File: config.mk
export PLATFORM = sky130hd
export DESIGN_NAME = tdpt_dpath
export DESIGN_NICKNAME = d
export VERILOG_FILES = /design/src/hw/rtl/tdpt_pkg.sv /design/src/hw/rtl/tdpt_dpath.sv
export SDC_FILE = /design/constraint.sdc
export NUM_CORES = 1
export LEC_CHECK = 0
export ABC_AREA = 1
export BUFFER_PORTS_ARGS = -buffer_cell sky130_fd_sc_hd__buf_2
export CAP_MARGIN = 40
export CORE_ASPECT_RATIO = 0.75
export CORE_UTILIZATION = 25
export DETAILED_ROUTE_END_ITERATION = 7
export PLACE_DENSITY = 0.41
export SYNTH_ARGS = -nofsm -noshare
export SYNTH_HDL_FRONTEND = slang
export SYNTH_SLANG_ARGS = --single-unit
File: constraint.sdc
create_clock -name clk -period 17.5 [get_ports clk]
set_input_delay 2.625 -clock clk [delete_from_list [all_inputs] [get_ports clk]]
set_output_delay 2.625 -clock clk [all_outputs]
set_load 0.02 [all_outputs]
File: src/hw/rtl/tdpt_pkg.sv
// ----------------------------------------------------------------------------
// tdpt_pkg
// Shared types and constants for the trial division prime test block.
// ----------------------------------------------------------------------------
package tdpt_pkg;

  localparam int DEF_WIDTH      = 16;
  // remainder bits resolved per divide cycle
  localparam int RADIX_BITS     = 4;
  // first trial divisor
  localparam int FIRST_DIVISOR  = 2;

  typedef enum logic [2:0] {
    ST_IDLE,
    ST_CHECK,
    ST_DIVIDE,
    ST_TEST,
    ST_FINISH
  } tdpt_state_t;

  // controller to datapath
  typedef struct packed {
    logic load;
    logic start_div;
    logic div_step;
    logic next_div;
    logic set_result;
    logic result_prime;
    logic write_out;
  } tdpt_cmd_t;

  // datapath to controller
  typedef struct packed {
    logic cand_lt2;
    logic sq_gt_cand;
    logic rem_zero;
    logic div_last;
    logic out_free;
  } tdpt_stat_t;

endpackage

File: src/hw/rtl/tdpt_dpath.sv
// ----------------------------------------------------------------------------
// tdpt_dpath
// Candidate, divisor and square registers, radix-16 remainder unit,
// prime tally and output register.
// ----------------------------------------------------------------------------
module tdpt_dpath
  import tdpt_pkg::*;
#(
  parameter int WIDTH = DEF_WIDTH
) (
  input  logic             clk,
  input  logic             rst_n,
  input  logic [WIDTH-1:0] in_candidate,
  input  tdpt_cmd_t        cmd,
  output tdpt_stat_t       stat,
  output logic             out_valid,
  input  logic             out_ready,
  output logic             out_is_prime,
  output logic [WIDTH-1:0] out_primes_so_far
);

  localparam int DW    = (WIDTH + 1) / 2 + 1;
  localparam int SW    = 2 * DW;
  localparam int STEPS = (WIDTH + RADIX_BITS - 1) / RADIX_BITS;
  localparam int PW    = STEPS * RADIX_BITS;
  localparam int CW    = $clog2(STEPS + 1);

  logic [WIDTH-1:0] cand_r;
  logic [DW-1:0]    div_r;
  logic [SW-1:0]    sq_r;
  logic [DW-1:0]    rem_r;
  logic [DW-1:0]    rem_nxt;
  logic [PW-1:0]    dvd_r;
  logic [CW-1:0]    cnt_r;
  logic             prime_r;
  logic             out_valid_r;
  logic             out_prime_r;
  logic [WIDTH-1:0] tally_r;

  // restoring division, several quotient bits per cycle
  always_comb begin
    logic [DW:0] t;
    rem_nxt = rem_r;
    for (int i = 0; i < RADIX_BITS; i++) begin
      t = {rem_nxt, dvd_r[PW-1-i]};
      if (t >= {1'b0, div_r}) begin
        t = t - {1'b0, div_r};
      end
      rem_nxt = t[DW-1:0];
    end
  end

  always_ff @(posedge clk) begin
    if (cmd.load) begin
      cand_r <= in_candidate;
      div_r  <= DW'(FIRST_DIVISOR);
      sq_r   <= SW'(FIRST_DIVISOR * FIRST_DIVISOR);
    end else if (cmd.next_div) begin
      div_r <= div_r + DW'(1);
      // (d+1)^2 = d^2 + 2d + 1
      sq_r  <= sq_r + SW'({div_r, 1'b1});
    end
    if (cmd.start_div) begin
      rem_r <= '0;
      dvd_r <= PW'(cand_r);
    end else if (cmd.div_step) begin
      rem_r <= rem_nxt;
      dvd_r <= dvd_r << RADIX_BITS;
    end
    if (cmd.set_result) begin
      prime_r <= cmd.result_prime;
    end
    if (cmd.write_out) begin
      out_prime_r <= prime_r;
    end
  end

  always_ff @(posedge clk) begin
    if (!rst_n) begin
      cnt_r       <= '0;
      out_valid_r <= 1'b0;
      tally_r     <= '0;
    end else begin
      if (cmd.start_div) begin
        cnt_r <= '0;
      end else if (cmd.div_step) begin
        cnt_r <= cnt_r + CW'(1);
      end
      if (cmd.write_out) begin
        out_valid_r <= 1'b1;
        if (prime_r && (tally_r != '1)) begin
          tally_r <= tally_r + WIDTH'(1);
        end
      end else if (out_ready) begin
        out_valid_r <= 1'b0;
      end
    end
  end

  assign stat.cand_lt2   = (cand_r < WIDTH'(2));
  assign stat.sq_gt_cand = (sq_r > SW'(cand_r));
  assign stat.rem_zero   = (rem_r == '0);
  assign stat.div_last   = (cnt_r == CW'(STEPS - 1));
  assign stat.out_free   = !out_valid_r || out_ready;

  assign out_valid         = out_valid_r;
  assign out_is_prime      = out_prime_r;
  assign out_primes_so_far = tally_r;

endmodule

After elaboration in Yosys (flattened, before gate mapping):

Cells that the tools add are included.

* add/sub/neg operators: 8
* magnitude comparators: 6
* equality and inequality tests: 2
* muxes and demuxes: 8
* bitwise gates (word level): 1
* reductions and logical operators: 8

Operators by type and width (number)
* $ge A10 B9 Y1: 4
* $mux W9: 4
* $sub A9 B9 Y9: 4
* $mux W16: 2
* $add A18 B10 Y18: 1
* $gt A18 B16 Y1: 1
* $add A16 B1 Y16 const B: 1
* $lt A16 B2 Y1 const B: 1
* $ne A16 B16 Y1 const B: 1
* $add A9 B1 Y9 const B: 1
* $logic_not A9 Y1: 1
* $reduce_bool A2 Y1: 2
* $add A3 B1 Y3 const B: 1
* $eq A3 B2 Y1 const B: 1
* $mux W1: 2
* $reduce_and A2 Y1: 1
* $reduce_or A2 Y1: 1
* $logic_and A1 B1 Y1: 1
* $logic_not A1 Y1: 1
* $logic_or A1 B1 Y1: 1
* $not A1 Y1: 1

* register bits after elaboration: 90
* bits of input ports: 26
* logic and storage cells: 43

Logic depth before layout (Yosys ltp):

* depth in word-level cells: 8
* depth in mapped cells: 51
* gate-level depth less buffers: 48

Worst setup path before layout:

Ideal clock, no wire load.

* path kind: flip-flop to flip-flop
* start: register div_r[0]
* end: register rem_r[1]
* setup time: 114 ps
* arrival time: 6180 ps
* required time: 17386 ps
* slack: 11206 ps
* stages on the path, launching flop included: 45
* buffers on the path: 2
* period minus slack after synthesis: 6294 ps
* path through: dfxtp_1 ha_1 inv_1 fa_1 nand2_1 nand3_2 nand2_2 nand2_4 inv_2 buf_6 nand2_1 nand2_1 inv_1 ha_1 nand2_1 inv_1 a21oi_1 nand2_1 [9 not listed] o21ai_1 a21oi_2 nand2_4 nor2_8 nand2_1 nand2_1 inv_1 ha_1 a21oi_1 nor2_1 nor2_1 nor2_1 a211oi_2 o21ai_0 a21oi_4 nand3_1 nand3_1 nand2_1

* longest elaborated chain between the ends: 8
* elaborated cells on any way between the ends: 12
* those cells by class: 4 x add/sub; 4 x order compare; 4 x mux

RTL lines
* from (decl): RTL line tdpt_dpath.sv:29 `logic [DW-1:0] div_r;`
* from (signal assigned): RTL line tdpt_dpath.sv:56 `div_r <= DW'(FIRST_DIVISOR);`
* from (signal assigned): RTL line tdpt_dpath.sv:59 `div_r <= div_r + DW'(1);`
* $sub A9 B9 Y9 or $ge A10 B9 Y1 (tied branches): RTL line tdpt_dpath.sv:47, tdpt_dpath.sv:46
* $mux W9: RTL line tdpt_dpath.sv:46 `if (t >= {1'b0, div_r}) begin`
* $sub A9 B9 Y9 or $ge A10 B9 Y1 (tied branches): RTL line tdpt_dpath.sv:47, tdpt_dpath.sv:46
* $mux W9: RTL line tdpt_dpath.sv:46
* $sub A9 B9 Y9 or $ge A10 B9 Y1 (tied branches): RTL line tdpt_dpath.sv:47, tdpt_dpath.sv:46
* $mux W9: RTL line tdpt_dpath.sv:46
* $ge A10 B9 Y1 or $sub A9 B9 Y9 (tied branches): RTL line tdpt_dpath.sv:46, tdpt_dpath.sv:47
* $mux W9 (*): RTL line tdpt_dpath.sv:46
* to (signal assigned): RTL line tdpt_dpath.sv:67 `rem_r <= rem_nxt;`
* to (decl): RTL line tdpt_dpath.sv:31 `logic [DW-1:0] rem_r;`

Mark *: on every way between the ends. The rest lies on a longest branch, timed or not.
A chain may end at the register's enable or synchronous reset.

Worst setup path after layout:

* start: register div_r[0]
* end: register rem_r[7]

* longest elaborated chain between the ends: 8
* elaborated cells on any way between the ends: 12
* those cells by class: 4 x add/sub; 4 x order compare; 4 x mux

RTL lines (RTL line)
* $sub A9 B9 Y9 or $ge A10 B9 Y1 (tied branches): tdpt_dpath.sv:47, tdpt_dpath.sv:46
* $mux W9: tdpt_dpath.sv:46
* $sub A9 B9 Y9 or $ge A10 B9 Y1 (tied branches): tdpt_dpath.sv:47, tdpt_dpath.sv:46
* $mux W9: tdpt_dpath.sv:46
* $sub A9 B9 Y9 or $ge A10 B9 Y1 (tied branches): tdpt_dpath.sv:47, tdpt_dpath.sv:46
* $mux W9: tdpt_dpath.sv:46
* $sub A9 B9 Y9 or $ge A10 B9 Y1 (tied branches): tdpt_dpath.sv:47, tdpt_dpath.sv:46
* $mux W9 (*): tdpt_dpath.sv:46

Marks and branches as above.

==> run summary <==
status - completed
leading cell type in the layout, fill and taps excluded - nand2_1
Slew Viols, Final - 0
critical path peak fanout - 16
prevailing post-synth register cell - dfxtp_1
Cells after Synth - 891
initial DRC count - 372
Post-Synth Adder-Cell Area - 13.9%
RSZ-0062 raised after global routing - false
die height - 142 um
final hold vios - 0
total CTS buffers - 9
register area share after synthesis - 32.6%
Pre-antenna DRT Iters - 5
routed wire length - 18700 um
Post-Syn Area - 6580 sq um
fmax - 135 MHz
GP Congestion - 0.834
CTS root buf - clkbuf_16
initial antenna violation count - 0
slowest library cell on the worst path - dfxtp_1
Routed WL per cell - 14.5 um
Total Routing Usage GR - 14.6%
max incr delay on CP - 630 ps
Synth-to-Final Area Change - 13.8%
number of synthesized register bits - 90
number of synthesized flops with an enable pin - 34
layout cell share with drive strength beyond 1 - 10.2%
post-synthesis cell type count - 47
# diodes - 0
row count - 51
crit path DAT - 7650 ps
min cycle time layout - 7410 ps
most frequent cells in the layout - 196 x nand2_1, 143 x inv_1, 65 x ha_1
I/O pins - 49
HPWL Detailed - 14900 um
cts repair resizes - 0
vias post-DR - 5734
nets - 1035
final setup violation count - 0
cts hold-fix bufs - 0
Async S/R FF share, synth - 0%
mux contribution to synthesized area - 0%
Simple-Gate Fraction of Synth Area - 26.6%
GRT overflow - 0
CTS sink cnt - 90
post-synthesis compound-gate area fraction - 13.3%
Period Utilization, post-route - 42.3%
Die X - 189 um
largest net degree at the start of global routing - 32
CP dominant cell by count - nand2_1
WS Path Type - reg2reg
number of global-route vias before repair - 5382
Mapped Avg Cell Area - 7.38 sq um
number of port buffers - 48
Final ANT Viol Nets - 0
xor/xnor cell area share of the yosys netlist - 4.39%
via/cell ratio - 4.45
fillers - 2911
Hold Crit Class - reg2reg
setup TNS - 0 ps
Initial Util - 25.4%
Slew headroom - 49.2%
Clock Skew - 7.16 ps
post-synth net total - 987
Fin Hold WS - 464 ps
Clock transition at path regs - 70 ps
Max Cap Violations - 0
Post-CTS Setup Inserts - 0
critical path capture point type - register
Clock Path Buffers - 2
H-tree depth - 3
Core ar. - 25900 sq um
largest family of logic cells by synthesized area - simple AND/OR/NAND/NOR gates
CTS tree - yes
worst slew pin tran - 760 ps
Startpoint Class - register
die area - 27000 sq um
CP required - 17750 ps
clk_lat worst skew - 350 ps
# DRC - 0
Syn. warnings - 0
first-pass GRT wire length - 30400 um
stage by stage:
step	setup WS, ps	area (sq um)	util [%]	cells
6_report	10090	7490	28.9	1288
3_3_place_gp	10150	7200	27.8	1272
5_1_grt	9400	7490	28.9	1288
4_1_cts	10120	7490	28.9	1288
2_1_floorplan	11210	6580	-	891
3_5_place_dp	10150	7200	27.8	1272
worst max-delay path, delay by kind of cell (launching register included):
family                   cells  cell delay (ps)
buffers and inverters        6              610
AND/OR/NAND/NOR             20             2130
flip-flops                   1              630
adder cells (fa/ha/maj)      5             1900
AO/OA/AOI/OAI               10             2010
cells in the mapped netlist (2+ instances only):
cell type	count	area (sq um)
buf_2	3	15.0
o21a_1	2	15.0
nor4_1	5	31.3
nand4_1	15	93.8
nor3_1	25	125
or2_2	2	12.5
nand2_1	196	736
fa_1	5	100
o21bai_1	4	30.0
inv_1	143	537
nand2_4	3	33.8
o21ai_0	60	300
xnor2_1	12	105
a21o_1	3	22.5
nand3_4	3	52.6
nor2_1	59	221
ha_1	65	813
o211ai_1	3	22.5
nand2_2	7	43.8
edfxtp_1	34	1020
a21oi_1	61	305
dfxtp_1	56	1120
and3_1	2	12.5
xor2_1	21	184
clkbuf_1	7	26.3
o21ai_1	10	50.1
nand3_2	4	40.0
nor3b_1	3	22.5
inv_2	4	15.0
a21oi_2	3	26.3
nor2_2	3	18.8
nand3_1	50	250
a31oi_1	4	25.0
metal layers:
metal | global-route usage (%) | share of wire, % | vias up
li1 | - | - | 3039
met1 | 24.1 | 60 | 2582
met2 | 18.6 | 36 | 100
met3 | 2.71 | 3.9 | 13
met4 | 2.93 | 0.86 | 0
met5 | 0 | 0 | -
cells by family after synthesis:
group | Yosys count
compound gates | 157
xor+xnor | 33
fa+ha+maj | 70
buf+inv | 160
flops | 90
simple gates | 381
area by class of cell:
class	count	area, sq um	area share (%)
clock buffer	14	275	3.68
clock inverter	2	10.0	0.134
inverter	148	556	7.42
multi-input combinational	641	3820	51.1
sequential	90	2140	28.6
tap	344	430	5.75
timing repair buffer	49	248	3.31
state kept, by name, indices dropped and copies added, names as in the netlist, 3 cells and up:
register / cells
cnt_r: 3
out_primes_so_far: 16
div_r: 9
cand_r: 16
rem_r: 9
sq_r: 18
dvd_r: 16
path summary, 6_finish.rpt:
check | startpoint | end | slack, ps | depth (start not counted)
setup / recovery | div_r[0] | rem_r[7] | 10090 | 41
hold / removal | prime_r | out_is_prime | 460 | 0
setup reg to reg | div_r[0] | rem_r[7] | 10090 | 41
hold reg to reg | prime_r | out_is_prime | 460 | 0
Power is left out: the tool's default activity adds up to more than one toggle a clock period on the data nets, which glitch-free logic cannot reach.
